`config.mk`:
```
export PLATFORM = sky130hd
export DESIGN_NAME = klucb_div
export DESIGN_NICKNAME = d
export VERILOG_FILES = /design/src/hdl/klucb_pkg.sv /design/src/hdl/klucb_div.sv
export SDC_FILE = /design/constraint.sdc
export NUM_CORES = 1
export LEC_CHECK = 0
export BUFFER_PORTS_ARGS = -buffer_cell sky130_fd_sc_hd__clkbuf_2
export CORE_UTILIZATION = 45
export CTS_CLUSTER_DIAMETER = 80
export DETAILED_ROUTE_END_ITERATION = 8
export PLACE_DENSITY = 0.68
export SYNTH_ARGS = -nofsm -noshare
export SYNTH_HDL_FRONTEND = slang
export SYNTH_SLANG_ARGS = --single-unit
export TNS_END_PERCENT = 30
```
`constraint.sdc`:
```
create_clock -name clk -period 2.75 [get_ports clk]
set_input_delay 0 -clock clk [delete_from_list [all_inputs] [get_ports clk]]
set_output_delay 0 -clock clk [all_outputs]
set_load 0.02 [all_outputs]
```
`src/hdl/klucb_pkg.sv`:
```
// ----------------------------------------------------------------------------
// klucb_pkg
// Shared types, constants and constant log tables for the KL-UCB arm selector.
// ----------------------------------------------------------------------------
package klucb_pkg;

	localparam int Q_ONE      = 65536;
	localparam int GRID_STEPS = 100;
	localparam int LN2_Q16    = 45426;
	localparam int LN_W       = 23;
	localparam int KW         = 7;

	typedef logic signed [LN_W-1:0] ln_t;
	typedef ln_t ln_tab_t [GRID_STEPS];

	typedef struct packed {
		logic        start;
		logic        frac16;
		logic [31:0] x;
	} log_req_t;

	typedef struct packed {
		logic done;
		ln_t  res;
	} log_rsp_t;

	typedef struct packed {
		logic        start;
		logic [47:0] num;
		logic [31:0] den;
	} div_req_t;

	typedef struct packed {
		logic        done;
		logic [16:0] quo;
	} div_rsp_t;

	typedef enum logic [1:0] {
		LG_IDLE,
		LG_NORM,
		LG_SQR,
		LG_SCALE
	} log_state_t;

	typedef enum logic [4:0] {
		ST_IDLE,
		ST_UPD_RD,
		ST_UPD_WR,
		ST_SCAN,
		ST_LT_GO,
		ST_LT_WAIT,
		ST_LL_GO,
		ST_LL_WAIT,
		ST_UB,
		ST_ARM_RD,
		ST_DIV_GO,
		ST_DIV_WAIT,
		ST_LNP_GO,
		ST_LNP_WAIT,
		ST_LNO_GO,
		ST_LNO_WAIT,
		ST_G1,
		ST_G2,
		ST_G3,
		ST_TIE,
		ST_T_RD,
		ST_T_CHK,
		ST_OUT
	} sel_state_t;

	// elaboration-time ln, Q16.16 result, same steps as the log unit
	function automatic longint ln_const(logic [63:0] x, int frac);
		int          m;
		int          i;
		logic [63:0] y;
		longint      fp;
		longint      v;
		logic [63:0] mag;
		logic [63:0] r;
		if (x == 64'd0)
			return 0;
		m = 63;
		while (x[m] == 1'b0)
			m--;
		y = (m > 31) ? (x >> (m - 31)) : (x << (31 - m));
		fp = 0;
		for (i = 0; i < 16; i++) begin
			y = (y * y) >> 31;
			fp = fp << 1;
			if (y >= 64'h1_0000_0000) begin
				fp = fp | 1;
				y = y >> 1;
			end
		end
		v = longint'(m - frac) * 65536 + fp;
		mag = (v < 0) ? 64'(-v) : 64'(v);
		r = (mag * 64'(LN2_Q16)) >> 16;
		return (v < 0) ? -longint'(r) : longint'(r);
	endfunction

	function automatic ln_tab_t mk_ln_tab(bit one_minus);
		ln_tab_t t;
		longint  q;
		for (int k = 0; k < GRID_STEPS; k++) begin
			q = ((GRID_STEPS - k) * Q_ONE + 50) / GRID_STEPS;
			if (one_minus)
				q = Q_ONE - q;
			t[k] = ln_t'(ln_const(64'(q), 16));
		end
		return t;
	endfunction

	localparam ln_tab_t LN_Q_TAB   = mk_ln_tab(1'b0);
	localparam ln_tab_t LN_OMQ_TAB = mk_ln_tab(1'b1);

endpackage

```
`src/hdl/klucb_div.sv`:
```
// ----------------------------------------------------------------------------
// klucb_div
// Restoring divider, 48-bit by 32-bit, one quotient bit a cycle; the
// quotient is clamped to 1.0 in Q1.16.
// ----------------------------------------------------------------------------
module klucb_div import klucb_pkg::*; (
	input  logic     clk,
	input  logic     arst_n,
	input  div_req_t req,
	output div_rsp_t rsp
);

	logic        busy_q;
	logic        done_q;
	logic [5:0]  cnt_q;
	logic [31:0] rem_q;
	logic [47:0] q_q;
	logic [31:0] den_q;

	logic [32:0] r2;
	logic        ge;

	always_comb begin
		r2 = {rem_q, q_q[47]};
		ge = r2 >= {1'b0, den_q};
		rsp.done = done_q;
		rsp.quo  = (q_q > 48'(Q_ONE)) ? 17'(Q_ONE) : q_q[16:0];
	end

	always_ff @(posedge clk or negedge arst_n) begin
		if (!arst_n) begin
			busy_q <= 1'b0;
			done_q <= 1'b0;
			cnt_q  <= '0;
		end else begin
			done_q <= busy_q && cnt_q == 6'd47;
			if (req.start) begin
				busy_q <= 1'b1;
				cnt_q  <= '0;
			end else if (busy_q) begin
				cnt_q <= cnt_q + 6'd1;
				if (cnt_q == 6'd47)
					busy_q <= 1'b0;
			end
		end
	end

	always_ff @(posedge clk) begin
		if (req.start) begin
			rem_q <= '0;
			q_q   <= req.num;
			den_q <= req.den;
		end else if (busy_q) begin
			rem_q <= ge ? 32'(r2 - {1'b0, den_q}) : r2[31:0];
			q_q   <= {q_q[46:0], ge};
		end
	end

endmodule

```
Yosys cells after proc, flatten, opt, wreduce, memory -nomap -nowiden
Index checks and enable logic that the tools add are counted.

word-level totals
  bits of input ports = 83
  register bits after elaboration = 120
  bits in read-only memories = 0
  word-level logic and storage cells = 22
  latch bits = 0
  memories kept = 0
  output and inout port bits = 18
  RAM bits = 0

operators by class
  shift operators = 0
  equal/unequal tests = 1
  multiply operators = 0
  $add $sub $neg = 2
  reductions and logical operators = 2
  magnitude comparators = 2
  bitwise gates (word level) = 0
  divide/modulo/power cells = 0
  mux-type cells = 9

operator list
  cell                    number
  $mux W48                2
  $gt A48 B17 Y1 const B  1
  $ge A33 B32 Y1          1
  $mux W32                1
  $sub A32 B32 Y32        1
  $mux W17                1
  $mux W6                 2
  $add A6 B1 Y6 const B   1
  $eq A6 B6 Y1 const B    1
  $mux W1                 3
  $reduce_bool A2 Y1      1
  $logic_and A1 B1 Y1     1

Logic depth before layout (Yosys ltp)
  word-level depth = 4
  depth in mapped cells = 14
  mapped depth without buffers = 13

Least setup slack after synthesis
OpenSTA, ideal clock, no wires.

  path kind = register to register
  start = register q_q[47]
  end = register rem_q[30]
  buffers on the path = 0
  data required time = 2619 ps
  arrival time = 2666 ps
  cell stages (with the launch flop) = 14
  clock period less this slack = 2797 ps
  slack = -47 ps
  library setup time = 131 ps
  cell sequence = edfxtp_1 > inv_1 > ha_1 > fa_1 > nor2b_4 > o2111ai_1 > nand2_2 > a211oi_4 > a41oi_4 > o41ai_2 > o21ai_1 > or3_1 > a21oi_2 > o41ai_2

on the way
  longest elaborated chain between the ends = 2
  elaborated cells between the ends (all ways) = 3
  those cells by class = add/sub: 1; order compare: 1; mux: 1

ends and longest elaborated chain
  element                                                    RTL line                          text
  from (decl)                                                klucb_div.sv:17                   logic [47:0] q_q;
  from (signal assigned)                                     klucb_div.sv:51                   q_q <= req.num;
  from (signal assigned)                                     klucb_div.sv:55                   q_q <= {q_q[46:0], ge};
  $sub A32 B32 Y32 / $ge A33 B32 Y1 (equally long branches)  klucb_div.sv:54, klucb_div.sv:25
  $mux W32 *                                                 klucb_div.sv:54                   rem_q <= ge ? 32'(r2 - {1'b0, den_q}) : r2[31:0];
  to (signal assigned)                                       klucb_div.sv:54
  to (decl)                                                  klucb_div.sv:16                   logic [31:0] rem_q;

Mark *: on every way between the ends. The rest lies on a longest branch, timed or not.
A chain may end at the register's enable or synchronous reset.

Worst setup path in the final report
Ends and elaborated chain as after synthesis.

==> impl_metrics.py <==
metrics = {
    "run_status": {
        "status": "complete, but fails checks",
        "violations": "DRC, setup timing",
    },
    "cts": {
        "clk_latency_ps": 420,
        "cts_root_buffer": "clkbuf_16",
        "clk_pin_slew_worst_paths_ps": 60,
        "cts_tree": "yes",
        "cts_buffers": 17,
        "clkSinkCount": 120,
        "h-tree-depth": 4,
        "clockBufferDepth": 2,
    },
    "detailed_routing": {
        "drcViolationCount": 4,
        "num_vias": 5816,
        "finalWirelength_um": 17600,
        "wire_per_inst_um": 16.5,
        "drtIter0Drc": 352,
        "vias_per_cell": 5.46,
        "postRouteAntennaNets": 0,
        "firstDrtPassIters": 6,
    },
    "final_layout": {
        "num-fill-cells": 1128,
        "multi_input_area_um2": 3480,
        "fin_util": 0.650,
        "n_antenna_cell": 0,
        "fin_nets": 986,
        "mostFrequentLayoutCells": "clkbuf_2, dlygate4sd3_1, edfxtp_1",
        "area_growth_pct": 39.7,
        "layout.area.seq_um2": 3240,
        "final_common_cell": "clkbuf_2",
        "drive_gt1_frac": 0.314,
    },
    "floorplan": {
        "dieHeight_um": 125,
        "fp.dieArea_um2": 15600,
        "core_area_um2": 14600,
        "die_w_um": 125,
        "start_util": 0.465,
        "placementRows": 44,
        "ios": 101,
    },
    "placed_design": {
        "pre_cts_slack_ps": -138,
        "io_buffers": 100,
        "hpwl_um": 10600,
        "gp_congestion": 0.833,
    },
    "logic_synthesis": {
        "yosys_most_used_dff": "edfxtp_1",
        "seq_area_frac_synth": 0.476,
        "netlist_area_um2": 6810,
        "ys_ff_latch": 120,
        "synth_edf_count": 80,
        "synth_cells": 647,
        "synth_warnings": 0,
        "syn_avg_cell_area_um2": 10.5,
        "syn_nets": 764,
        "yosysUniqueCellTypes": 59,
        "synth-async-reset-ratio": 0.0667,
    },
    "sta": {
        "setup_viol": 4,
        "period_needed_ps": 2830,
        "fin_skew_ps": 5.25,
        "max_freq_ghz": 0.353,
        "report.final.slew_viol_count": 0,
        "post-route-period-util": 1.03,
        "relSlewSlack": 0.579,
        "hold_viol": 0,
        "fin_ws_ps": -79.0,
        "tightest_slew_ps": 632,
        "fin_hold_ws_ps": 130,
        "rsz0062_at_grt": "true",
    },
    "critical_path": {
        "cp-end-kind": "register",
        "critical-path-max-stage-delay_ps": 410,
        "crit_family": "compound AO/OA/AOI/OAI gates",
        "worstSetupPathType": "reg2reg",
        "rr_startpoint": "q_q[47]$_DFFE_PP_",
        "required_ps": 3030,
        "worstSetupStartpointType": "register",
        "cpMaxStageDelayCell": "edfxtp_1",
        "path_cells": "inv_2 -> ha_4 -> fa_2 -> nor2b_4 -> o2111ai_2 -> nand2_2 -> a211oi_4 -> a41oi_4 -> o41ai_4 -> o21ai_1 -> or3_1 -> a21oi_2 -> o41ai_2",
        "reg2reg_slack_ps": -80,
        "rr_worst_depth": 13,
        "crit_buf_inv": 1,
        "r2r_end": "rem_q[30]$_SDFFE_PP0P_",
        "worstPathArrival_ps": 3110,
        "worst-path-max-fanout": 3,
    },
    "grt": {
        "grt_usage": 0.220,
        "grt_pass1_wl_um": 27600,
        "gr-total-overflow": 0,
        "grt_max_degree": 116,
        "grt_pass1_vias": 5840,
        "grt_antenna_before_repair": 0,
    },
    "power": {
        "power.density_nw_per_um2": 520,
        "power.leakage_nw": 4.12,
        "ir_drop_v": 0.000436,
        "power.total_w": 0.00494,
    },
    "hold_path": {
        "min-delay-start": "req[80]",
        "hold_class": "in2reg",
        "holdPathStages": 3,
        "worstHoldEndpoint": "rem_q[4]$_SDFFE_PP0P_",
    },
    "flow_run": {
        "cap_violations": 0,
    },
}
-- power breakdown --
group          internal, W  switching [W]
clock              0.00142       0.000808
sequential         0.00206      0.0000713
combinational     0.000322       0.000264
-- flip-flops by register name, indices dropped and copies added (netlist names) --
| name | cells |
|---|---|
| q_q | 48 |
| rem_q | 32 |
| busy_q | 1 |
| done_q | 1 |
| den_q | 32 |
| cnt_q | 6 |
-- worst min-delay path: stages --
cell	delay (ps)
buf_4	130
buf_12	230
nor2_1	150
-- per-layer routing --
metal / up-vias / track usage / share of wire
met5: - / 0 / 0
met2: 186 / 0.367 / 0.49
met1: 2785 / 0.270 / 0.43
li1: 2816 / - / -
met3: 29 / 0.0650 / 0.056
met4: 0 / 0.0825 / 0.018
-- area by class of cell --
cell class                 instances  area share
clock inverter                    13      0.0163
tap                              184      0.0242
multi-input combinational        449       0.366
timing repair buffer             235       0.189
clock buffer                      19      0.0455
inverter                          46      0.0181
sequential                       120       0.341
-- through the flow --
step	instance area [µm²]	std cells	setup TNS, ps
floorplan	6820	647	-5.80
global placement	7740	938	-342
detailed placement	7740	938	-657
CTS	9200	1053	-606
global route	9510	1066	-1890
finish	9510	1066	-217
-- timing repair --
item / in CTS / in global routing
setup endpoints to repair: 14 / 31
cloned: 0 / 5
resized for setup: 8 / 33
pin swaps: 8 / 15
hold endpoints to repair: 88 / 0
buffers inserted: 1 / 8
hold buffers: 82 / 0
-- worst max path at each step --
stage,startpoint,end,slack (ps),cells after the start
6_report,q_q[47]$_DFFE_PP_,rem_q[30]$_SDFFE_PP0P_,-80,13
2_1_floorplan,q_q[47]$_DFFE_PP_,rem_q[30]$_SDFFE_PP0P_,-6,13
3_5_place_dp,q_q[47]$_DFFE_PP_,rem_q[30]$_SDFFE_PP0P_,-140,13
5_1_grt,q_q[47]$_DFFE_PP_,rem_q[30]$_SDFFE_PP0P_,-230,13
4_1_cts,q_q[47]$_DFFE_PP_,rem_q[30]$_SDFFE_PP0P_,-160,13
3_3_place_gp,q_q[47]$_DFFE_PP_,rem_q[30]$_SDFFE_PP0P_,-100,13
-- cell usage after synthesis, drive strengths merged (2+ instances only) --
master   instances  share of area
o21a             3         0.0033
nand4           14          0.013
a21o            13          0.014
nand2           37          0.021
o31a             4         0.0051
edfxtp          80           0.35
o211a            5         0.0073
o41ai            2         0.0048
dfrtp            8          0.029
or3              3         0.0028
o31ai            2         0.0029
o211ai          10          0.011
dfxtp           32          0.094
ha              33          0.061
a21oi           50          0.040
mux2            47          0.078
mux2i            7          0.010
o21ai           30          0.023
o21bai           5         0.0055
nor2            59          0.033
nand2b           3         0.0028
clkbuf          20          0.011
o2111ai          3         0.0039
nor2b            7         0.0075
a211oi          24          0.029
xor2            11          0.014
nor4            14          0.013
inv             45          0.025
nor3             5         0.0037
and2            17          0.016
nand3            9         0.0066
xnor2           16          0.021
o311ai           3         0.0039
buf             13          0.013
-- logic make-up after synthesis --
logic type | share of synthesized area
XOR/XNOR | 0.0347
flip-flops | 0.476
buffers and inverters | 0.0494
AO/OA/AOI/OAI | 0.163
multiplexers | 0.0880
adder cells (fa/ha/maj) | 0.0636
AND/OR/NAND/NOR | 0.125
Note: power is estimated with default switching activity, not from simulation.
