### src/hdl/klucb_ram.sv
// ----------------------------------------------------------------------------
// klucb_ram
// Generic single-write, single-read RAM with registered read data.
// ----------------------------------------------------------------------------
module klucb_ram #(
	parameter int WIDTH = 8,
	parameter int DEPTH = 16
) (
	input  logic                             clk,
	input  logic                             we,
	input  logic [$clog2(DEPTH)-1:0]         waddr,
	input  logic [WIDTH-1:0]                 wdata,
	input  logic [$clog2(DEPTH)-1:0]         raddr,
	output logic [WIDTH-1:0]                 rdata
);

	logic [WIDTH-1:0] mem [DEPTH];
	logic [WIDTH-1:0] rdata_q;

	always_ff @(posedge clk) begin
		if (we)
			mem[waddr] <= wdata;
		rdata_q <= mem[raddr];
	end

	assign rdata = rdata_q;

endmodule

### config.mk
export PLATFORM = sky130hd
export DESIGN_NAME = klucb_ram
export DESIGN_NICKNAME = d
export VERILOG_FILES = /design/src/hdl/klucb_ram.sv
export SDC_FILE = /design/constraint.sdc
export NUM_CORES = 1
export LEC_CHECK = 0
export ABC_AREA = 1
export BUFFER_PORTS_ARGS = -buffer_cell sky130_fd_sc_hd__buf_2
export CAP_MARGIN = 30
export CORE_UTILIZATION = 40
export DETAILED_ROUTE_END_ITERATION = 10
export PLACE_DENSITY_LB_ADDON = 0.05
export SYNTH_ARGS = -nofsm -noshare
export SYNTH_HDL_FRONTEND = slang
export SYNTH_SLANG_ARGS = --single-unit
### constraint.sdc
create_clock -name clk -period 3.2 [get_ports clk]
set_input_delay 0.64 -clock clk [delete_from_list [all_inputs] [get_ports clk]]
set_output_delay 0.64 -clock clk [all_outputs]
set_load 0.005 [all_outputs]
Yosys cells after proc, flatten, opt, wreduce, memory -nomap -nowiden. Memories as Yosys holds them, arrays and structs flattened. A register that Yosys moved wholly into a read port is not among the register bits. Cells that the tools add are included.

Flip-flop bits (word level): 0. Bits in writable memories: 128. Bits of input ports: 18. Output and inout bits: 8. Word-level logic and storage cells: 3. Memories kept: 1.

Memories: mem (depth 16, width 8, read ports 1, clocked after Yosys merged registers in 1, write ports 1, RTL line 17) `logic [WIDTH-1:0] mem [DEPTH];`.

Mux-type cells: 2.

Operator list (number): $mux 1 (2).

Depth between registers and ports, before layout. Gate-level depths: netlist of the first run.

Depth in word-level cells: 2. Gate-level depth with buffers: 8. Mapped depth without buffers: 7.

Worst setup path after synthesis of the first run. Ideal clock, no wire load.

Path type: input-to-reg. From: in waddr[2]. To: mem mem[10][0], enable pin. Library setup time: 370 ps. Data arrival time: 1221 ps. Data required time: 2830 ps. Slack: 1609 ps. Stages: 2. Path buffers: 0. Cell sequence: nand3b_1 nor2_1.

RTL lines: from (decl) (RTL line 11) `input logic [$clog2(DEPTH)-1:0] waddr,`; to (decl) (RTL line 17).

Straight into the memory's write port.

==> summary.md, run 1 <==
| Metric | Value |
|---|---|
| Initial antenna violation count | 0 |
| Top-Level Pins | 26 |
| Hold Startpoint | raddr[3] |
| Final Max Slew Viols | 0 |
| Slew Limit Headroom | 0.455 |
| Antenna viol nets, final | 0 |
| Part of the power in the clock network | 0.491 |
| Worst slew pin tran | 0.814 ns |
| Setup TNS | 0 ns |
| Clock skew | around 0.0046 ns |
| Hold Path Stages | 3 |
| Critical Path Fanout Max | 64 |
| Count of non-filler cells in the finished layout | 769 |
| Vias/cell | 4.84 |
| Final instance area | between 6000 and 7000 sq um |
| First-pass GRT wire length | ~21000 um |
| Worst EP required | 3.51 ns |
| Switching Power | approximately 900 uW |
| Utilization after layout | 0.475 |
| YS warnings | 0 |
| RSZ-0062 raised after global routing | false |
| Post-synth net total | 569 |
| Die width | 122 um |
| Fmax | 590 MHz |
| Synthesized instance count | 551 |
| Hold buffers post-CTS | 0 |
| Area Growth Syn to Fin | 15.2% |
| Height of the die | 122 um |
| Inserted Clock Buffers | 17 |
| Total gr overflow | 0 |
| CP Class | primary input to flip-flop |
| Number of fillers in the final layout | 1340 |
| Hold Crit Endpoint | rdata[2] |
| Mean Syn Cell Area | roughly 10 sq um |
| Final WS setup | around 1.5 ns |
| Worst r2r dst | rdata[3] |
| # rows | 43 |
| Register area share after synthesis | 0.694 |
| Max-cap viol count | 0 |
| Layout cells sized above 1 | 0.109 |
| Clock Tree Buf Depth | 2 |
| Most used cell, CP | nand3_1 |
| Crit path launch type | primary input |
| Worst skew pair latency | around 0.41 ns |
| Worst Reg-to-Reg Cells | 6 |
| Final nets | between 500 and 600 |
| Via count | 3720 |
| Pleak | 2.87 nW |
| Reg-to-reg slack, setup | 2.12 ns |
| PD cells | 664 nW/um^2 |
| Placed Instances | 737 |
| 1st-iter DRT viols | approximately 280 |
| Status | complete, no violations |
| Internal Power | about 3.5 mW |
| Yosys reg bits | 136 |
| Worst hold path type | primary input to flip-flop |
| CTS tree | yes |
| DP Wirelength | 8330 um |
| Core box area | 14000 sq um |
| Worst VDD drop | between 0.3 and 0.4 mV |
| Post-CTS setup buffer count | 0 |
| Port bufs | 25 |
| Vias in the first global route | between 3000 and 4000 |
| Top Family by Delay on Critical Path | buffers and inverters |
| Initial Utilization | 0.412 |
| Clk sinks | between 100 and 150 |
| Worst reg2reg startpoint | mem[1][3] |
| Combinational group share of total power | 0.054 |
| Resized cells post-CTS | 0 |
| CP max-delay cell | buf_4 |
| Die area | 14900 sq um |
| DR WL/cell | about 18 um |
| Setup violations, final | 0 |
| H-tree Lvls | 4 |
| Post-DP Area | 5990 sq um |
| Diodes inserted | 0 |
| Crit end category | flip-flop |
| Sequential power share | 0.455 |
| Yosys cell types | 12 |
| GRT Overall Usage | 0.204 |
| Max incr delay on CP | 0.56 ns |
| Pre-Repair DR Iteration Count | 5 |
| # DRC | 0 |
| Root buffer cell | clkbuf_16 |
| Commonest cells after routing, fill and taps aside | nand2_1, edfxtp_1, inv_1 |
| Pre-CTS setup slack | approximately 1.1 ns |
| WP data arrival | roughly 2.0 ns |
| Final RePlAce weighted congestion | 0.775 |
| Routed Wire Length | around 14000 um |
| Worst path cell trace | buf_2 -> buf_4 -> nand2_1 -> nand3_1 -> nand3_1 -> nand3_1 -> nand2_1 |
| Worst-path clk slew | about 0.06 ns |
| Largest net degree at the start of global routing | 65 |
| Sw Ratio | 0.205 |
| Synthesized area | 5770 sq um |
| Fin crit share | 0.530 |
| Final Hold Viols | 0 |
| Final min period | 1.70 ns |
| Most common cell after layout, fill and taps aside | nand2_1 |
| CP bufs+invs | 2 |
power groups by stage:
stage	Clock, mW	Combinational, mW	Sequential [mW]
final	2.17	0.237	2.01
after global routing	2.27	0.268	2.01
after CTS	2.20	0.241	2.01
after detailed placement	0	0.241	2.04
after global placement	0	0.240	2.04
after floorplan	0	0.140	2.04
kinds of logic after synthesis:
logic type | after synthesis | share of synthesized area
buffers and inverters | 126 | 0.0952
and+or+nand+nor | 289 | 0.210
DFF | 136 | 0.694
sequential cells by signal (all words and copies together) (netlist names):
name and count:
mem 128, rdata 8
worst max-delay path by stage:
stage                  start         end  slack (ns)  cells after the start
detailed placement        we  mem[12][6]        1.05                      3
global placement    raddr[0]    rdata[3]        1.09                      8
floorplan           waddr[2]  mem[10][0]        1.61                      2
global route        raddr[0]    rdata[4]        1.41                      8
finish              raddr[0]    rdata[3]        1.50                      7
CTS                       we  mem[12][7]        1.51                      3
cell type report:
| type | instances | area (sq um) | share of cell area |
|---|---|---|---|
| clock inverters | 15 | 231 | 0.0348 |
| multi-input cells | 289 | 1210 | 0.183 |
| clock buffers | 17 | 425 | 0.0640 |
| inverters | 102 | 383 | 0.0576 |
| repair buffers | 30 | 163 | 0.0245 |
| well taps | 180 | 225 | 0.0339 |
| flip-flops and latches | 136 | 4000 | 0.603 |
per-stage QoR:
step	total power, mW	hold WS (ns)
after floorplan	2.18	0.607
after CTS	4.45	0.563
after detailed placement	2.28	0.663
after global placement	2.28	0.651
after global routing	4.55	0.603
final	4.41	0.584
tightest hold or removal path, stage by stage:
cell     delay (ns)
buf_2          0.16
nand3_1        0.10
nand2_1        0.05
cells in the mapped netlist:
cell	instances	area, sq um
buf_1	1	3.75
nand3_1	97	485
nand2_1	173	649
edfxtp_1	128	3840
dfxtp_1	8	160
nor2_1	17	63.8
buf_4	4	30.0
inv_1	100	375
nand3b_1	2	15.0
inv_2	2	7.51
buf_2	13	65.1
buf_6	6	67.6
layer usage:
| layer | vias to the layer above | global-route usage | routed length, um |
|---|---|---|---|
| met5 | - | 0 | 0 |
| met4 | 0 | 0.0854 | 224 |
| met3 | 16 | 0.0435 | 705 |
| met2 | 111 | 0.282 | 5750 |
| met1 | 1772 | 0.308 | 6970 |
| li1 | 1821 | - | - |
(Power assumes the default switching activity.)
==> run 2, diff against run 1 <==
==> constraint.sdc (replaced) <==
create_clock -name clk -period 1.6 [get_ports clk]
set_input_delay 0.32 -clock clk [delete_from_list [all_inputs] [get_ports clk]]
set_output_delay 0.32 -clock clk [all_outputs]
set_load 0.005 [all_outputs]
==> run 2 against run 1 <==
  * Flip-flop and latch count is the same
  * Non-clock buffer count increased by 22
  * Core utilization is 0.76 points higher
  * Final cell count up 2.9%
  * Critical path depth fell by 6
  * Clock skew up 0.0050 ns
  * Hold slack worse by 0.25 ns
  * Via count decreased by 2.0%
  * Global-route usage barely moved
  * Sequential share of layout area is 0.95 points lower
  * Combinational power is 110% higher
  * Die area is the same
  * Critical endpoint is now rdata[3]
==> summary.md, run 2 (same netlist as run 1, synthesis figures left out) <==
| Metric | Value |
|---|---|
| GRT Overall Usage | 0.204 (about the same) |
| Final instance area | 6750 sq um (+1.6%) |
| Layout cells sized above 1 | 0.134 (+0.0255) |
| Most common cell after layout, fill and taps aside | nand2_1 |
| Post-DP Area | 6200 sq um (+3.6%) |
| Switching Power | 1.75 mW (+94%) |
| Worst path cell trace | buf_2 |
| PD cells | 1210 nW/um^2 (+82%) |
| Hold buffers post-CTS | 0 (unchanged) |
| DP Wirelength | 8700 um (+4.5%) |
| Resized cells post-CTS | 0 (unchanged) |
| Placed Instances | 759 (+3.0%) |
| Final nets | 616 (+3.7%) |
| Final min period | ~1.3 ns |
| 1st-iter DRT viols | 346 (+23%) |
| Count of non-filler cells in the finished layout | 791 (+2.9%) |
| Pre-Repair DR Iteration Count | 4 (-1) |
| Hold Path Stages | 1 (-2) |
| Critical Path Stages | 1 (-6) |
| CTS tree | yes |
| Vias in the first global route | 3690 (+3.7%) |
| Final Hold Viols | 0 (unchanged) |
| Pleak | 2.95 nW (+2.8%) |
| WP data arrival | 0.95 ns (-1.05 ns) |
| Max incr delay on CP | 0.39 ns (-0.17 ns) |
| Core box area | 14000 sq um (unchanged) |
| Worst skew pair latency | 0.42 ns (about the same) |
| Pre-CTS setup slack | 0.114 ns (-0.940 ns) |
| Height of the die | 122 um (unchanged) |
| Utilization after layout | 0.483 (+0.00760) |
| RSZ-0062 raised after global routing | false |
| DR WL/cell | 17.2 um (-3.2%) |
| Crit end category | output pin |
| Fmax | 789 MHz |
| Worst Reg-to-Reg Cells | 6 (unchanged) |
| Antenna viol nets, final | 0 (unchanged) |
| Inserted Clock Buffers | 17 (unchanged) |
| Root buffer cell | clkbuf_16 |
| First-pass GRT wire length | 21400 um (about the same) |
| Clock skew | 0.00962 ns (+0.00501 ns) |
| Worst hold path type | primary input to flip-flop |
| CP Class | flip-flop to output pin |
| Commonest cells after routing, fill and taps aside | nand2_1, edfxtp_1, inv_1 |
| Initial antenna violation count | 0 (unchanged) |
| Part of the power in the clock network | 0.446 (-0.045) |
| Final RePlAce weighted congestion | 0.764 (-1.5%) |
| Status | complete, no violations |
| Vias/cell | 4.61 (-4.8%) |
| Max FFs per register | 128 (unchanged) |
| Diodes inserted | 0 (unchanged) |
| Area Growth Syn to Fin | 17.1% |
| Fin crit share | 0.792 |
| Top Family by Delay on Critical Path | flip-flops |
| Largest net degree at the start of global routing | 40 (-38%) |
| H-tree Lvls | 4 (unchanged) |
| Clk sinks | 136 (unchanged) |
| Worst slew pin tran | 0.401 ns (-0.413 ns) |
| Combinational group share of total power | 0.062 (+0.008) |
| Die width | 122 um (unchanged) |
| Setup violations, final | 0 (unchanged) |
| Final Max Slew Viols | 0 (unchanged) |
| Initial Utilization | 0.412 (unchanged) |
| Crit path launch type | flip-flop |
| Routed Wire Length | 13600 um (-0.39%) |
| Hold Startpoint | wdata[4] |
| Top-Level Pins | 26 (unchanged) |
| # DRC | 0 (unchanged) |
| Power, Total | 8.17 mW (+85%) |
| Via count | 3644 (-2.0%) |
| Critical Path Fanout Max | 1 (-98%) |
| Die area | 14900 sq um (unchanged) |
| Final WS setup | 0.333 ns (-1.17 ns) |
| Clock Tree Buf Depth | 2 (unchanged) |
| Setup TNS | 0 ns (unchanged) |
| Internal Power | 6.41 mW (+83%) |
| Worst VDD drop | 0.513 mV (+54%) |
| Biggest register | mem |
| Crit path from | rdata[3] |
| Total gr overflow | 0 (unchanged) |
| CP max-delay cell | dfxtp_1 |
| Post-CTS setup buffer count | 0 (unchanged) |
| CP bufs+invs | 1 (-1) |
| Worst EP required | 1.28 ns (-2.23 ns) |
| Worst-path clk slew | 0.06 ns (about the same) |
| Worst reg2reg startpoint | mem[5][3] |
| # rows | 43 (unchanged) |
| Sequential power share | 0.492 (+0.037) |
| Max-cap viol count | 0 (unchanged) |
| Slew Limit Headroom | 0.733 (+0.277) |
| Hold Worst Slack | 0.333 ns (-0.250 ns) |
| Port bufs | 25 (unchanged) |
| Sw Ratio | 0.215 (+0.00948) |
==> run 2: cell types whose count changed in the layout (fill, tap and decap cells not counted), sizes merged <==
cell / previous run / this run
bufinv: 6 / 2
buf: 30 / 52
clkbuf: 17 / 21
==> run 2: per-layer routing <==
metal	part of all wire	global-route usage	vias up	wire (um)
li1	-	-	1862	-
met1	0.47	0.289	1683	6350
met2	0.46	0.307	85	6250
met3	0.058	0.0365	14	785
met4	0.015	0.0899	0	210
met5	0	0	-	0
==> run 2: final cells by class <==
class                           instances  area (sq um)
Clock buffer                           21           440
Sequential cell                       136          4000
Tap cell                              180           225
Multi-Input combinational cell        289          1210
Inverter                              102           383
Fill cell                            1294          7240
Clock inverter                         11           108
Timing Repair Buffer                   52           378
==> run 2: path summary, 6_finish.rpt <==
path                            slack, ns         end
worst min register to register       0.68    rdata[6]
worst min-delay path                 0.33  mem[14][4]
worst max-delay path                 0.33    rdata[3]
worst max register to register       0.56    rdata[3]
==> run 2: power groups by stage <==
stage	Combinational [mW]	Sequential, mW	Clock (mW)
after detailed placement	0.518	4.09	0
after CTS	0.518	4.02	3.72
after global placement	0.515	4.09	0
after global routing	0.575	4.02	3.87
after floorplan	0.281	4.08	0
final	0.507	4.02	3.64
