<file path="src/hdl/klucb_pkg.sv">
// ----------------------------------------------------------------------------
// klucb_pkg
// Shared types, constants and constant log tables for the KL-UCB arm selector.
// ----------------------------------------------------------------------------
package klucb_pkg;

	localparam int Q_ONE      = 65536;
	localparam int GRID_STEPS = 100;
	localparam int LN2_Q16    = 45426;
	localparam int LN_W       = 23;
	localparam int KW         = 7;

	typedef logic signed [LN_W-1:0] ln_t;
	typedef ln_t ln_tab_t [GRID_STEPS];

	typedef struct packed {
		logic        start;
		logic        frac16;
		logic [31:0] x;
	} log_req_t;

	typedef struct packed {
		logic done;
		ln_t  res;
	} log_rsp_t;

	typedef struct packed {
		logic        start;
		logic [47:0] num;
		logic [31:0] den;
	} div_req_t;

	typedef struct packed {
		logic        done;
		logic [16:0] quo;
	} div_rsp_t;

	typedef enum logic [1:0] {
		LG_IDLE,
		LG_NORM,
		LG_SQR,
		LG_SCALE
	} log_state_t;

	typedef enum logic [4:0] {
		ST_IDLE,
		ST_UPD_RD,
		ST_UPD_WR,
		ST_SCAN,
		ST_LT_GO,
		ST_LT_WAIT,
		ST_LL_GO,
		ST_LL_WAIT,
		ST_UB,
		ST_ARM_RD,
		ST_DIV_GO,
		ST_DIV_WAIT,
		ST_LNP_GO,
		ST_LNP_WAIT,
		ST_LNO_GO,
		ST_LNO_WAIT,
		ST_G1,
		ST_G2,
		ST_G3,
		ST_TIE,
		ST_T_RD,
		ST_T_CHK,
		ST_OUT
	} sel_state_t;

	// elaboration-time ln, Q16.16 result, same steps as the log unit
	function automatic longint ln_const(logic [63:0] x, int frac);
		int          m;
		int          i;
		logic [63:0] y;
		longint      fp;
		longint      v;
		logic [63:0] mag;
		logic [63:0] r;
		if (x == 64'd0)
			return 0;
		m = 63;
		while (x[m] == 1'b0)
			m--;
		y = (m > 31) ? (x >> (m - 31)) : (x << (31 - m));
		fp = 0;
		for (i = 0; i < 16; i++) begin
			y = (y * y) >> 31;
			fp = fp << 1;
			if (y >= 64'h1_0000_0000) begin
				fp = fp | 1;
				y = y >> 1;
			end
		end
		v = longint'(m - frac) * 65536 + fp;
		mag = (v < 0) ? 64'(-v) : 64'(v);
		r = (mag * 64'(LN2_Q16)) >> 16;
		return (v < 0) ? -longint'(r) : longint'(r);
	endfunction

	function automatic ln_tab_t mk_ln_tab(bit one_minus);
		ln_tab_t t;
		longint  q;
		for (int k = 0; k < GRID_STEPS; k++) begin
			q = ((GRID_STEPS - k) * Q_ONE + 50) / GRID_STEPS;
			if (one_minus)
				q = Q_ONE - q;
			t[k] = ln_t'(ln_const(64'(q), 16));
		end
		return t;
	endfunction

	localparam ln_tab_t LN_Q_TAB   = mk_ln_tab(1'b0);
	localparam ln_tab_t LN_OMQ_TAB = mk_ln_tab(1'b1);

endpackage

</file>
<file path="src/hdl/klucb_log.sv">
// ----------------------------------------------------------------------------
// klucb_log
// Iterative natural log, signed Q7.16 out: normalize one bit a cycle, then
// 16 squaring steps, then scale by ln 2.
// ----------------------------------------------------------------------------
module klucb_log import klucb_pkg::*; (
	input  logic     clk,
	input  logic     arst_n,
	input  log_req_t req,
	output log_rsp_t rsp
);

	log_state_t        state_q, state_d;
	logic [31:0]       y_q;
	logic signed [6:0] m_q;
	logic [15:0]       fp_q;
	logic [3:0]        cnt_q;
	logic              frac_q;
	logic              done_q;
	ln_t               res_q;

	logic [63:0]       sq;
	logic [32:0]       sqt;
	logic signed [6:0] mf;
	logic signed [22:0] v;
	logic [22:0]       mag;
	logic [38:0]       prod;
	logic [22:0]       r;
	ln_t               scaled;

	always_comb begin
		sq     = 64'(y_q) * 64'(y_q);
		sqt    = sq[63:31];
		mf     = m_q - (frac_q ? 7'sd16 : 7'sd0);
		v      = {mf, fp_q};
		mag    = v[22] ? 23'(-v) : 23'(v);
		prod   = 39'(mag) * 39'(LN2_Q16);
		r      = prod[38:16];
		scaled = v[22] ? -$signed(r) : $signed(r);
	end

	always_comb begin
		state_d = state_q;
		unique case (state_q)
			LG_IDLE:  if (req.start && req.x != 32'd0) state_d = LG_NORM;
			LG_NORM:  if (y_q[31]) state_d = LG_SQR;
			LG_SQR:   if (cnt_q == 4'd15) state_d = LG_SCALE;
			LG_SCALE: state_d = LG_IDLE;
			default:  state_d = LG_IDLE;
		endcase
	end

	always_comb begin
		rsp.done = done_q;
		rsp.res  = res_q;
	end

	always_ff @(posedge clk or negedge arst_n) begin
		if (!arst_n) begin
			state_q <= LG_IDLE;
			done_q  <= 1'b0;
		end else begin
			state_q <= state_d;
			done_q  <= (state_q == LG_SCALE) ||
				(state_q == LG_IDLE && req.start && req.x == 32'd0);
		end
	end

	always_ff @(posedge clk) begin
		unique case (state_q)
			LG_IDLE: begin
				if (req.start) begin
					y_q    <= req.x;
					m_q    <= 7'sd31;
					fp_q   <= '0;
					cnt_q  <= '0;
					frac_q <= req.frac16;
					res_q  <= '0;
				end
			end
			LG_NORM: begin
				if (!y_q[31]) begin
					y_q <= {y_q[30:0], 1'b0};
					m_q <= m_q - 7'sd1;
				end
			end
			LG_SQR: begin
				fp_q  <= {fp_q[14:0], sqt[32]};
				y_q   <= sqt[32] ? sqt[32:1] : sqt[31:0];
				cnt_q <= cnt_q + 4'd1;
			end
			LG_SCALE: res_q <= scaled;
			default: ;
		endcase
	end

endmodule

</file>
<file path="config.mk">
export PLATFORM = sky130hd
export DESIGN_NAME = klucb_log
export DESIGN_NICKNAME = d
export VERILOG_FILES = /design/src/hdl/klucb_pkg.sv /design/src/hdl/klucb_log.sv
export SDC_FILE = /design/constraint.sdc
export NUM_CORES = 2
export LEC_CHECK = 0
export ABC_AREA = 1
export BUFFER_PORTS_ARGS = -buffer_cell sky130_fd_sc_hd__buf_4
export CORE_UTILIZATION = 59
export CTS_CLUSTER_DIAMETER = 100
export DETAILED_ROUTE_END_ITERATION = 10
export PLACE_DENSITY = 0.75
export REMOVE_ABC_BUFFERS = 1
export SLEW_MARGIN = 30
export SYNTH_ARGS = -nofsm -noshare
export SYNTH_HDL_FRONTEND = slang
export SYNTH_SLANG_ARGS = --single-unit
</file>
<file path="constraint.sdc">
create_clock -name clk -period 14.1 [get_ports clk]
set_input_delay 1.41 -clock clk [delete_from_list [all_inputs] [get_ports clk]]
set_output_delay 1.41 -clock clk [all_outputs]
set_load 0.02 [all_outputs]
</file>
---- Word level (Yosys, flattened, before mapping) ----
Cells that the tools add are included.
operators by class
  add/subtract/negate cells ............... 5
  multiply operators ...................... 2
  eq/ne operators ......................... 9
  multiplexer cells ....................... 20
  reductions and logical operators ........ 18
operators with widths
  operator                                             number
  two-way mux 32 bit                                   3
  case mux 32 bit (3 select lines)                     1
  two-way mux 23 bit                                   3
  multiplier 32 x 32 -> 64 bit                         1
  negator 23 bit                                       2
  case mux 23 bit (2 select lines)                     1
  multiplier 23 x 15 -> 38 bit, second input constant  1
  zero test 32 bit                                     1
  case mux 16 bit (2 select lines)                     1
  nonzero test 32 bit                                  1
  two-way mux 16 bit                                   1
  two-way mux 7 bit                                    2
  case mux 7 bit (2 select lines)                      1
  != test 2 bit, second input constant                 5
  AND reduction 3 bit                                  3
  case mux 2 bit (4 select lines)                      1
  case mux 4 bit (2 select lines)                      1
  AND reduction 2 bit                                  4
  subtractor 7 x 2 -> 7 bit, second input constant     1
  subtractor 7 x 6 -> 7 bit                            1
  two-way mux 2 bit                                    3
  nonzero test 2 bit                                   3
  two-way mux 5 bit                                    1
  adder 4 x 1 -> 4 bit, second input constant          1
  8 further kinds                                      11
storage, ports and cells
  register bits after elaboration ......... 86
  output and inout port bits .............. 24

---- Longest topological paths before layout ----
  depth in word-level cells ............... 8
  gate-level depth with buffers ........... 44

---- Worst setup path before layout ----
Ideal clock, no wire load.
  path kind ............................... flip-flop to flip-flop
  start ................................... reg y_q[2]
  end ..................................... reg y_q[24], data pin
  library setup time ...................... 259 ps
  data arrival time ....................... 7,134 ps
  data required time ...................... 13,841 ps
  slack ................................... 6,707 ps
  cell stages (with the launch flop) ...... 31
  buffers on the path ..................... 4
  cell sequence ........................... edfxtp_1 -> clkbuf_1 -> clkbuf_1 -> buf_1 -> nand2_1 -> fa_1 -> inv_1 -> fa_1 -> inv_1 -> fa_1 -> fa_1 -> inv_1 -> fa_1 -> inv_1 -> fa_1 -> inv_1 -> fa_1 -> fa_1 -> ha_1 -> a21o_1 -> a21oi_1 -> o21ai_0 -> a21boi_0 -> nand2_1 -> nand3_1 -> nand2_1 -> nand2_1 -> nand2_2 -> buf_2 -> o211ai_1 -> nand2_1
between the ends
  cells in the longest elaborated chain, start to end .. 3
RTL lines
  what                              RTL line         RTL
  start: declaration                klucb_log.sv:14  logic [31:0] y_q;
  start signal: assignment          klucb_log.sv:73  y_q <= req.x;
  start signal: assignment          klucb_log.sv:83  y_q <= {y_q[30:0], 1'b0};
  start signal: assignment          klucb_log.sv:89  y_q <= sqt[32] ? sqt[32:1] : sqt[31:0];
  multiplier 32 x 32 -> 64 bit      klucb_log.sv:32  sq = 64'(y_q) * 64'(y_q);
  two-way mux 32 bit                klucb_log.sv:89
  case mux 32 bit (3 select lines)  klucb_log.sv:70  unique case (state_q)
No other way between the ends.
A chain may end at the register's enable or synchronous reset.

---- Final worst setup path ----
  start ................................... reg y_q[10]
  end ..................................... reg y_q[20], data pin
Same word-level chain as after synthesis.

==> results.json <==
{
  "run_status": "completed",
  "fill_cells": 6004,
  "ys_warn_count": 0,
  "finalCritPeriodShare_pct": 62.6,
  "multi_input_area_sq_mm": 0.0327,
  "path_common_cell": "fa_1",
  "grt_overflow": 0,
  "grt_first_pass_wirelength_um": 182000,
  "syn_avg_cell_area_sq_um": 8.33,
  "startpoint": "y_q[10]$_DFFE_PP_",
  "fin_nets": 6353,
  "path_clk_slew_ns": 0.08,
  "yosysSeqAreaShare_pct": 6.18,
  "clock.fmax_mhz": 113,
  "synth_cell_type_count": 51,
  "clock_latency_ns": 0.39,
  "fp.dieW_um": 267,
  "grt_max_degree": 40,
  "num_vias": 31900,
  "worst_ep_arrival_time_ns": 9.08,
  "synth_edf_count": 83,
  "core_sq_mm": 0.0691,
  "cts-buffers-inserted": 9,
  "max_stage_delay_ns": 0.92,
  "tightest_slew_ns": 0.920,
  "cts_hold_buf": 0,
  "die_h_um": 267,
  "num_io_pins": 60,
  "drive_gt1_share_pct": 4.05,
  "grt.total_usage_pct": 33.4,
  "skew_ns": 0.0209,
  "wl_um": 112000,
  "rsz0062_at_grt": "no",
  "synth_cells": 4985,
  "critPathCaptureType": "register",
  "cap_violations": 0,
  "setup_viol": 0,
  "wl_per_cell_um": 19.0,
  "finalMaxSlewViolations": 0,
  "initial_utilization_pct": 60.1,
  "layout_min_cycle_time_ns": 8.83,
  "critical-path-slowest-cell": "edfxtp_1",
  "cts_resized": 0,
  "setup_slack_ns": 5.27,
  "synth_ff_type": "edfxtp_1",
  "place_ws_ns": 5.45,
  "synth_area_sq_mm": 0.0415,
  "first_iter_violations": 2244,
  "yosysMostFrequentCell": "inv_1",
  "first_global_vias": 34400,
  "synth.area.top_cells": "fa_1, inv_1, ha_1, nand2_1, edfxtp_1",
  "finalHoldViolCount": 0,
  "setup_tns_ns": 0,
  "critPathTopFamily": "adder cells",
  "synth-seq-cells": 86,
  "cts_buffer_depth": 2,
  "clkSinkCount": 86,
  "hpwlAfterDp_um": 92500,
  "area_delta_synth_final_pct": 4.28,
  "drtAntennaViolNets": 0,
  "rr_endpoint": "y_q[20]$_DFFE_PP_",
  "crit_type": "register to register",
  "worst-path-max-fanout": 32,
  "antenna_found_initial": 1,
  "start_kind": "register",
  "port_buffers": 59,
  "rows": 96,
  "h-tree-depth": 3,
  "viasPerCell": 5.40,
  "slew_headroom_pct": 38.5,
  "hold_depth": 2,
  "holdCritPathClass": "register to register",
  "die_area_sq_mm": 0.0714,
  "cp_num_buf_inv": 7,
  "worst-r2r-cell-count": 30,
  "synthArstFlopShare_pct": 3.49,
  "post_cts_buffers": 0,
  "reg2reg_slack_ns": 5.27,
  "clockRootBuffer": "clkbuf_16",
  "cts_tree": "yes",
  "first_pass_iters": 8,
  "rr_startpoint": "y_q[10]$_DFFE_PP_",
  "synth_top_cell_by_area": "fa_1",
  "synth_common_cells": "inv_1, nand2_1, fa_1, ha_1, nor2_1",
  "gp_congestion": 1.01,
  "required_ns": 14.35,
  "endpoint": "y_q[20]$_DFFE_PP_",
  "synth.top_cell.area_share_pct": 43.6,
  "path_depth": 30,
  "seqCellArea_sq_mm": 0.00257,
  "drc": 0
}
## layout make-up
cell class / instances / area share [%]
Multi-Input combinational cell: 3221 / 75.4
Inverter: 1543 / 13.4
Sequential cell: 86 / 5.93
Tap cell: 931 / 2.69
Timing Repair Buffer: 102 / 1.83
Clock buffer: 10 / 0.529
Clock inverter: 6 / 0.214
Antenna cell: 1 / 0.00578
## through the flow
step / cells / utilization, % / hold WS (ns) / instance area [sq um]
after floorplan: 4850 / - / 0.525 / 41000
final: 5900 / 62.7 / 0.560 / 43300
after global placement: 5881 / 62.1 / 0.537 / 42900
after global routing: 5900 / 62.7 / 0.609 / 43300
after CTS: 5898 / 62.7 / 0.562 / 43300
after detailed placement: 5882 / 62.2 / 0.546 / 43000
## worst min path at each step
| stage | start | end | slack, ns |
|---|---|---|---|
| finish | fp_q[1]$_SDFFCE_PN0P_ | fp_q[2]$_SDFFCE_PN0P_ | 0.56 |
| CTS | fp_q[1]$_SDFFCE_PN0P_ | fp_q[2]$_SDFFCE_PN0P_ | 0.56 |
| floorplan | state_q[1]$_DFFE_PN0P_ | state_q[1]$_DFFE_PN0P_ | 0.53 |
| global placement | fp_q[1]$_SDFFCE_PN0P_ | fp_q[2]$_SDFFCE_PN0P_ | 0.54 |
| global route | fp_q[1]$_SDFFCE_PN0P_ | fp_q[2]$_SDFFCE_PN0P_ | 0.61 |
| detailed placement | fp_q[1]$_SDFFCE_PN0P_ | fp_q[2]$_SDFFCE_PN0P_ | 0.55 |
## logic make-up (layout without fill, tap and decap cells)
kind of cell / Yosys count / count (layout) / share of synthesized area (%)
compound gates: 380 / 380 / 5.25
simple gates: 1385 / 1385 / 13.9
flops: 86 / 86 / 6.18
xor+xnor: 102 / 102 / 2.23
fa+ha+maj: 1354 / 1354 / 57.2
other cells: 0 / 1 / 0
buf+inv: 1678 / 1661 / 15.3
## flip-flops by register name, indices dropped and copies added, names as in the netlist
signal   cells
done_q       1
res_q       23
cnt_q        4
fp_q        16
m_q          7
frac_q       1
state_q      2
y_q         32
## per-layer routing
metal / vias up / part of all wire [%] / track usage (%) / wire length [um]
met5: - / 0 / 0 / 0
met1: 15800 / 40 / 44.6 / 45300
met2: 1286 / 48 / 55.9 / 53600
li1: 14500 / - / - / -
met3: 272 / 7.8 / 4.14 / 8700
met4: 0 / 4.1 / 12.3 / 4580
## tightest hold or removal path, stage by stage (launching register included)
cell	delay (ns)
edfxtp_1	0.36
nand2_1	0.06
inv_1	0.04
## layout by cell type, fill, tap and decap left out, drive strengths merged, types with 17 or more instances in the layout
cell	instances
ha	449
a21o	25
o21bai	27
nand2	960
inv	1544
nor4	17
fa	905
nand3	124
a21oi	153
xnor2	35
nor3	39
xor2	67
a31oi	17
edfxtp	83
o21ai	119
nor2	207
buf	102
Power is not shown: default switching activity piles up to over one toggle a cycle in this logic, so the estimate is an artifact.
